## config.mk

```make
export PLATFORM = sky130hd
export DESIGN_NAME = recent_command_address_table
export DESIGN_NICKNAME = d
export VERILOG_FILES = /design/src/hdl/rcat_pkg.sv /design/src/hdl/recent_command_address_table.sv /design/src/hdl/rcat_store.sv /design/src/hdl/rcat_cmp.sv
export SDC_FILE = /design/constraint.sdc
export NUM_CORES = 1
export LEC_CHECK = 0
export ABC_AREA = 1
export ABC_CLOCK_PERIOD_IN_PS = 4400
export BUFFER_PORTS_ARGS = -buffer_cell sky130_fd_sc_hd__buf_2
export CAP_MARGIN = 15
export CORE_ASPECT_RATIO = 1.2
export CORE_MARGIN = 2
export CORE_UTILIZATION = 50
export CTS_CLUSTER_DIAMETER = 50
export DETAILED_ROUTE_END_ITERATION = 6
export GPL_TIMING_DRIVEN = 0
export PLACE_DENSITY = 0.67
export SYNTH_ARGS = -nofsm -noshare
export SYNTH_HDL_FRONTEND = slang
export SYNTH_HIERARCHICAL = 1
export SYNTH_SLANG_ARGS = --single-unit
```

## constraint.sdc

```tcl
create_clock -name clk -period 4.4 [get_ports clk]
set_input_delay 0 -clock clk [delete_from_list [all_inputs] [get_ports clk]]
set_output_delay 0 -clock clk [all_outputs]
set_load 0.05 [all_outputs]
```

## src/hdl/rcat_pkg.sv

```systemverilog
// Shared types and constants for the recent command address table.
package rcat_pkg;

  localparam int CMD_W  = 8;
  localparam int ADDR_W = 16;

  // Item kinds carried on the input tuser bit.
  localparam logic ACT_RECORD = 1'b0;
  localparam logic ACT_LOOKUP = 1'b1;

  typedef struct packed {
    logic [CMD_W-1:0]  code;
    logic [ADDR_W-1:0] addr;
  } entry_t;

  typedef struct packed {
    logic code_hit;
    logic pair_hit;
  } hit_t;

endpackage

```

## src/hdl/recent_command_address_table.sv

```systemverilog
// Top level of the recent command address table: sequencer, write pointer, output register.
//
//   Channel  Dir  Payload                                       Handshake
//   in_*     in   tdata = {reg_addr[23:8], cmd[7:0]}            tvalid/tready
//                 tuser = action (0 record, 1 lookup)
//   out_*    out  tdata = start_addr[15:0], tuser = found       tvalid/tready
//
// Each item scans the table one entry per cycle through a single read port
// and one compare unit, newest entry first. The read data is registered. A
// lookup stops at its first hit and hands its result to the output register
// from a finishing state. A record with no identical pair in the table writes
// it in the cycle that ends the scan. Reset clears the write pointer and
// the per-entry valid bits at once, so no clearing pass is needed. The
// block takes no new item while a scan runs; a stalled output holds a
// finished lookup in its last state until the output register frees up.
module recent_command_address_table import rcat_pkg::*; #(
  parameter int DEPTH = 8
) (
  input  logic        clk,
  input  logic        rst_n,
  input  logic        in_tvalid,
  output logic        in_tready,
  input  logic [23:0] in_tdata,   // [7:0] cmd, [23:8] reg_addr
  input  logic [0:0]  in_tuser,   // [0] action
  output logic        out_tvalid,
  input  logic        out_tready,
  output logic [15:0] out_tdata,  // [15:0] start_addr
  output logic [0:0]  out_tuser   // [0] found
);

  localparam int PTR_W = (DEPTH > 1) ? $clog2(DEPTH) : 1;
  localparam int CNT_W = $clog2(DEPTH + 1);

  localparam logic [1:0] ST_IDLE = 2'd0;
  localparam logic [1:0] ST_SCAN = 2'd1;
  localparam logic [1:0] ST_DONE = 2'd2;

  logic [1:0]        state_r, state_nxt;
  logic [PTR_W-1:0]  wp_r, wp_nxt;
  logic [PTR_W-1:0]  rd_slot_r, rd_slot_nxt;
  logic [CNT_W-1:0]  iss_cnt_r, iss_cnt_nxt;
  logic [CNT_W-1:0]  chk_cnt_r, chk_cnt_nxt;
  logic              chk_vld_r, chk_vld_nxt;
  logic              act_r, act_nxt;
  logic [CMD_W-1:0]  cmd_r, cmd_nxt;
  logic [ADDR_W-1:0] addr_r, addr_nxt;
  logic              res_found_r, res_found_nxt;
  logic [ADDR_W-1:0] res_addr_r, res_addr_nxt;
  logic              out_valid_r, out_valid_nxt;
  logic              out_found_r, out_found_nxt;
  logic [ADDR_W-1:0] out_addr_r, out_addr_nxt;

  logic   in_acc;
  logic   rd_en;
  logic   wr_en;
  logic   chk_last;
  entry_t rd_data;
  entry_t wr_data;
  hit_t   hit;

  rcat_store #(.DEPTH(DEPTH)) u_store (
    .clk     (clk),
    .rst_n   (rst_n),
    .wr_en   (wr_en),
    .wr_idx  (wp_r),
    .wr_data (wr_data),
    .rd_en   (rd_en),
    .rd_idx  (rd_slot_r),
    .rd_data (rd_data)
  );

  rcat_cmp u_cmp (
    .entry    (rd_data),
    .key_code (cmd_r),
    .key_addr (addr_r),
    .hit      (hit)
  );

  assign in_tready = (state_r == ST_IDLE);
  assign in_acc    = in_tvalid && in_tready;
  assign rd_en     = (state_r == ST_SCAN) && (iss_cnt_r < CNT_W'(DEPTH));
  assign chk_last  = (chk_cnt_r == CNT_W'(DEPTH - 1));
  assign wr_data   = '{code: cmd_r, addr: addr_r};

  // A record that reaches the end of the scan with no identical pair writes.
  assign wr_en = (state_r == ST_SCAN) && chk_vld_r && (act_r == ACT_RECORD) &&
                 !hit.pair_hit && chk_last;

  always_comb begin
    state_nxt     = state_r;
    wp_nxt        = wp_r;
    rd_slot_nxt   = rd_slot_r;
    iss_cnt_nxt   = iss_cnt_r;
    chk_cnt_nxt   = chk_cnt_r;
    chk_vld_nxt   = 1'b0;
    act_nxt       = act_r;
    cmd_nxt       = cmd_r;
    addr_nxt      = addr_r;
    res_found_nxt = res_found_r;
    res_addr_nxt  = res_addr_r;
    out_valid_nxt = out_valid_r && !out_tready;
    out_found_nxt = out_found_r;
    out_addr_nxt  = out_addr_r;

    case (state_r)
      ST_IDLE: begin
        if (in_acc) begin
          act_nxt     = in_tuser[0];
          cmd_nxt     = in_tdata[7:0];
          addr_nxt    = in_tdata[23:8];
          // Newest entry sits just behind the write pointer.
          rd_slot_nxt = (wp_r == '0) ? PTR_W'(DEPTH - 1) : wp_r - 1'b1;
          iss_cnt_nxt = '0;
          chk_cnt_nxt = '0;
          state_nxt   = ST_SCAN;
        end
      end
      ST_SCAN: begin
        if (rd_en) begin
          rd_slot_nxt = (rd_slot_r == '0) ? PTR_W'(DEPTH - 1) : rd_slot_r - 1'b1;
          iss_cnt_nxt = iss_cnt_r + 1'b1;
          chk_vld_nxt = 1'b1;
        end
        if (chk_vld_r) begin
          chk_cnt_nxt = chk_cnt_r + 1'b1;
          if (act_r == ACT_LOOKUP) begin
            if (hit.code_hit) begin
              res_found_nxt = 1'b1;
              res_addr_nxt  = rd_data.addr;
              chk_vld_nxt   = 1'b0;
              state_nxt     = ST_DONE;
            end else if (chk_last) begin
              res_found_nxt = 1'b0;
              res_addr_nxt  = '0;
              state_nxt     = ST_DONE;
            end
          end else begin
            if (hit.pair_hit) begin
              chk_vld_nxt = 1'b0;
              state_nxt   = ST_IDLE;
            end else if (chk_last) begin
              wp_nxt    = (wp_r == PTR_W'(DEPTH - 1)) ? '0 : wp_r + 1'b1;
              state_nxt = ST_IDLE;
            end
          end
        end
      end
      ST_DONE: begin
        if (!out_valid_r || out_tready) begin
          out_valid_nxt = 1'b1;
          out_found_nxt = res_found_r;
          out_addr_nxt  = res_addr_r;
          state_nxt     = ST_IDLE;
        end
      end
      default: begin
        state_nxt = ST_IDLE;
      end
    endcase
  end

  always_ff @(posedge clk) begin
    if (!rst_n) begin
      state_r     <= ST_IDLE;
      wp_r        <= '0;
      chk_vld_r   <= 1'b0;
      out_valid_r <= 1'b0;
    end else begin
      state_r     <= state_nxt;
      wp_r        <= wp_nxt;
      chk_vld_r   <= chk_vld_nxt;
      out_valid_r <= out_valid_nxt;
    end
  end

  always_ff @(posedge clk) begin
    rd_slot_r   <= rd_slot_nxt;
    iss_cnt_r   <= iss_cnt_nxt;
    chk_cnt_r   <= chk_cnt_nxt;
    act_r       <= act_nxt;
    cmd_r       <= cmd_nxt;
    addr_r      <= addr_nxt;
    res_found_r <= res_found_nxt;
    res_addr_r  <= res_addr_nxt;
    out_found_r <= out_found_nxt;
    out_addr_r  <= out_addr_nxt;
  end

  assign out_tvalid   = out_valid_r;
  assign out_tdata    = out_addr_r;
  assign out_tuser[0] = out_found_r;

  // An accepted item always starts a scan.
  a_acc_scan: assert property (@(posedge clk) disable iff (!rst_n)
    in_acc |=> (state_r == ST_SCAN))
    else $error("accepted item did not start a scan");

  // The write pointer stays inside the table.
  a_wp_range: assert property (@(posedge clk) disable iff (!rst_n)
    wp_r <= PTR_W'(DEPTH - 1))
    else $error("write pointer out of range");

  // Only a record finishing its scan moves the write pointer.
  a_wp_move: assert property (@(posedge clk) disable iff (!rst_n)
    !$stable(wp_r) |-> $past(state_r == ST_SCAN && act_r == ACT_RECORD))
    else $error("write pointer moved outside a record");

  // A result is loaded only from the finishing state of a lookup.
  a_out_src: assert property (@(posedge clk) disable iff (!rst_n)
    $rose(out_valid_r) |-> $past(state_r == ST_DONE && act_r == ACT_LOOKUP))
    else $error("result produced without a lookup");

endmodule

```

## src/hdl/rcat_store.sv

```systemverilog
// Entry storage: one write port, one registered read port, per-entry valid bits.
module rcat_store import rcat_pkg::*; #(
  parameter int DEPTH = 8
) (
  input  logic                     clk,
  input  logic                     rst_n,
  input  logic                     wr_en,
  input  logic [$clog2(DEPTH)-1:0] wr_idx,
  input  entry_t                   wr_data,
  input  logic                     rd_en,
  input  logic [$clog2(DEPTH)-1:0] rd_idx,
  output entry_t                   rd_data
);

  entry_t           mem [DEPTH];
  logic [DEPTH-1:0] vld_r;
  entry_t           rd_data_r;

  always_ff @(posedge clk) begin
    if (wr_en) begin
      mem[wr_idx] <= wr_data;
    end
  end

  // A slot never written reads as the cleared pair of zeros.
  always_ff @(posedge clk) begin
    if (rd_en) begin
      rd_data_r <= vld_r[rd_idx] ? mem[rd_idx] : '0;
    end
  end

  always_ff @(posedge clk) begin
    if (!rst_n) begin
      vld_r <= '0;
    end else if (wr_en) begin
      vld_r[wr_idx] <= 1'b1;
    end
  end

  assign rd_data = rd_data_r;

endmodule

```

## src/hdl/rcat_cmp.sv

```systemverilog
// Shared compare unit: matches one read entry against the item's key.
module rcat_cmp import rcat_pkg::*; (
  input  entry_t            entry,
  input  logic [CMD_W-1:0]  key_code,
  input  logic [ADDR_W-1:0] key_addr,
  output hit_t              hit
);

  always_comb begin
    hit.code_hit = (entry.code == key_code);
    hit.pair_hit = (entry.code == key_code) && (entry.addr == key_addr);
  end

endmodule

```

==> results.py <==
metrics = {
    "routing": {
        "drtAntennaViolNets": 0,
        "routed_wl_um": 28900,
        "drc": 0,
        "drtIter0Drc": 623,
        "wl_per_cell_um": 16.3,
        "vias": 8673,
        "viasPerCell": 4.90,
        "firstDrtPassIters": 5,
    },
    "place": {
        "hpwl_um": 18400,
        "dp_slack_ns": 1.05,
        "numPortBuffers": 47,
        "dpl.cell_count": 1681,
        "place.gp.congestion": 0.780,
        "placed_cell_area_mm2": 0.0139,
    },
    "synthesis": {
        "synth_compound_area_frac": 0.00593,
        "synth_top_family_by_area": "simple AND/OR/NAND/NOR gates",
        "synthMuxAreaShare": 0.000766,
        "syn-instance-count": 1295,
        "synth_area_leaders": "edfxtp_1, nand2_1, inv_1",
        "syn-mean-instance-area_um2": 10.1,
        "synth-main-ff-cell": "edfxtp_1",
        "yosys.area_share.xor_xnor": 0.00670,
        "seq_area_frac_synth": 0.680,
        "synthSimpleGateAreaFrac": 0.190,
        "yosysTopAreaCellShare": 0.657,
        "yosys.area.top_type": "edfxtp_1",
        "yosysUniqueCellTypes": 28,
        "synth_edf_count": 286,
        "synth_nets": 1332,
        "netlist_area_mm2": 0.0131,
        "synth_fa_ha_area_frac": 0.00766,
        "ys_seq_elements": 301,
        "async_flop_share": 0,
        "ys_warn_count": 6,
    },
    "global_route": {
        "overflow": 0,
        "grt_pass1_wl_um": 45400,
        "grt_usage": 0.218,
        "grt_pass1_vias": 8701,
        "grt_start_max_net_pins": 26,
        "antenna_found_initial": 0,
    },
    "floorplanning": {
        "die_w_um": 152,
        "core_mm2": 0.0256,
        "ios": 48,
        "die_y_um": 181,
        "initial_core_util": 0.510,
        "rows": 64,
        "die_area_mm2": 0.0275,
    },
    "clock_tree": {
        "cts_resized": 0,
        "cts_tree": "built",
        "clk_pin_slew_worst_paths_ns": 0.06,
        "cts.sinks": 301,
        "clk_latency_ns": 0.51,
        "root_buffer": "clkbuf_16",
        "cts_buffer_depth": 3,
        "cts_buffers": 34,
        "postCtsSetupBuffers": 0,
        "cts_htree_levels": 2,
    },
    "timing": {
        "setup_violations": 0,
        "hold_viol_final": 0,
        "grt_setup_unrepaired": "no",
        "layout_setup_ws_ns": 1.23,
        "fmax_mhz": 315,
        "tns_ns": 0,
        "drv_slew": 0,
        "finalCriticalPeriod_ns": 3.17,
        "slew_headroom": 0.316,
        "clock_skew_ns": 0.0208,
        "fin_crit_sh": 0.721,
        "tightest_slew_ns": 1.02,
    },
    "critical_path": {
        "r2r_start": "addr_r[12]",
        "end_kind": "register",
        "cp_data_arrival_time_ns": 3.37,
        "crit_required_ns": 4.60,
        "cp-startpoint": "addr_r[12]",
        "criticalPathCategory": "register to register",
        "crit_fanout": 10,
        "startpoint_type": "register",
    },
    "power_and_ir_drop": {
        "share_seq_of_total_power": 0.517,
        "finalPower_w": 0.00625,
        "vdd_ir_drop_max_uv": 355,
        "switching_share": 0.219,
        "cellLeakagePower_nw": 7.21,
        "combinationalPowerShare": 0.060,
        "p_int_w": 0.00488,
        "power_switching_w": 0.00137,
        "pwr-share-clk": 0.422,
        "powerDensity_mw_per_mm2": 407,
    },
    "finish": {
        "area.growth.synth_to_final_pct": 17.3,
        "finalInstanceArea_mm2": 0.0153,
        "multi_input_area_mm2": 0.00279,
        "diodes": 0,
        "fin_nets": 1454,
        "register_area_mm2": 0.00889,
        "layout.cells.non_filler": 1770,
        "drive_gt1_frac": 0.112,
        "fillers": 2110,
    },
    "worst_hold_path": {
        "hold_class": "input pin to register",
        "min_from": "in_tdata[10]",
    },
    "run_status": {
        "run_status": "completed",
    },
    "flow_run": {
        "drv_cap": 0,
    },
}
==> per-layer routing <==
layer / global-route usage / part of all wire / routed length [um]
met1: 0.279 / 0.41 / 11900
met2: 0.383 / 0.51 / 14700
met3: 0.0311 / 0.061 / 1760
met4: 0.0656 / 0.020 / 583
met5: 0 / 0 / 0
==> kinds of logic (layout without fill, tap and decap cells) <==
logic type	count (synthesis)	count (layout)
simple gates	610	610
buf+inv	350	495
flops	301	301
compound gates	15	15
xor+xnor	10	10
fa+ha+maj	8	8
mux	1	1
==> power by group through the flow <==
stage          registers (W)  clock network, W  logic [W]
2_1_floorplan        0.00327                 0   0.000238
3_3_place_gp         0.00329                 0   0.000338
3_5_place_dp         0.00329                 0   0.000351
4_1_cts              0.00323           0.00269   0.000373
5_1_grt              0.00324           0.00281   0.000423
6_report             0.00323           0.00264   0.000377
==> per-stage QoR <==
step                      hold slack [ns]  utilization
after floorplan                    0.0989            -
after global placement              0.178        0.535
after detailed placement            0.178        0.544
after CTS                           0.186        0.596
after global routing                0.194        0.598
final                               0.201        0.598
==> synthesized netlist by cell type (2+ instances only) <==
library cell	instances
a21oi_1	10
nand2_1	433
buf_1	4
ha_1	8
inv_1	302
xnor2_1	9
buf_2	26
a31oi_1	2
dfxtp_1	15
nand3_1	106
nor2_1	54
buf_6	8
buf_4	3
nor3_1	3
nand4_1	3
edfxtp_1	286
inv_2	5
nor2_2	6
o21ai_0	3
==> layout make-up <==
class / count / share of cell area
Inverter: 308 / 0.0756
Sequential cell: 301 / 0.580
Clock buffer: 47 / 0.0641
Multi-Input combinational cell: 644 / 0.182
Timing Repair Buffer: 86 / 0.0504
Clock inverter: 12 / 0.00424
Tap cell: 330 / 0.0269
Buffer: 42 / 0.0171
==> registers in the layout, indices dropped and copies added (netlist names), 2 cells and up <==
name	flops
u_store/vld_r	8
u_store/rd_data	24
res_addr_r	16
chk_cnt_r	4
addr_r	16
cmd_r	8
rd_slot_r	3
wp_r	3
iss_cnt_r	4
state_r	2
u_store/mem	192
out_tdata	16
==> cells in the final DEF, fill, tap and decap left out, types with 3 or more instances in the layout <==
cell and count:
ha_1 8, clkbuf_1 9, buf_6 10, nor2_4 3, nor2_1 52, dlygate4sd3_1 28
inv_2 5, clkinv_2 3, buf_4 3, a21oi_1 9, nand3_1 106, o21ai_0 3
clkinv_1 6, nand2_1 433, nand4_1 3, clkbuf_16 37, dfxtp_1 15, inv_1 302
buf_1 4, edfxtp_1 286, xnor2_1 9, buf_2 73, buf_16 8, nor2_2 6
==> final timing paths <==
check        depth (start not counted)  slack (ns)                  to
max                                 14        1.23  u_store/mem[1][12]
min                                  2        0.20           addr_r[2]
max reg2reg                         14        1.23  u_store/mem[1][12]
min reg2reg                          0        0.42       out_tdata[10]
==> critical path, cell delays in order (launching register included) <==
cell and delay, ns:
edfxtp_1 0.54, nand2_1 0.11, inv_1 0.04, nor2_1 0.09
nor2_1 0.09, nand2_1 0.11, nor2_1 0.06, nand2_1 0.06
nor2_1 0.08, nor2_2 0.20, nand2_2 0.10, nor2_4 0.15
nand2_1 0.15, nor3_2 0.80, buf_6 0.27
==> what timing repair did <==
action / CTS / global route
hold endpoints to repair: 40 / 0
endpoints found under the setup margin: 0 / 0
hold buffers: 28 / 0
No activity file was read; power rests on OpenSTA's default activity.
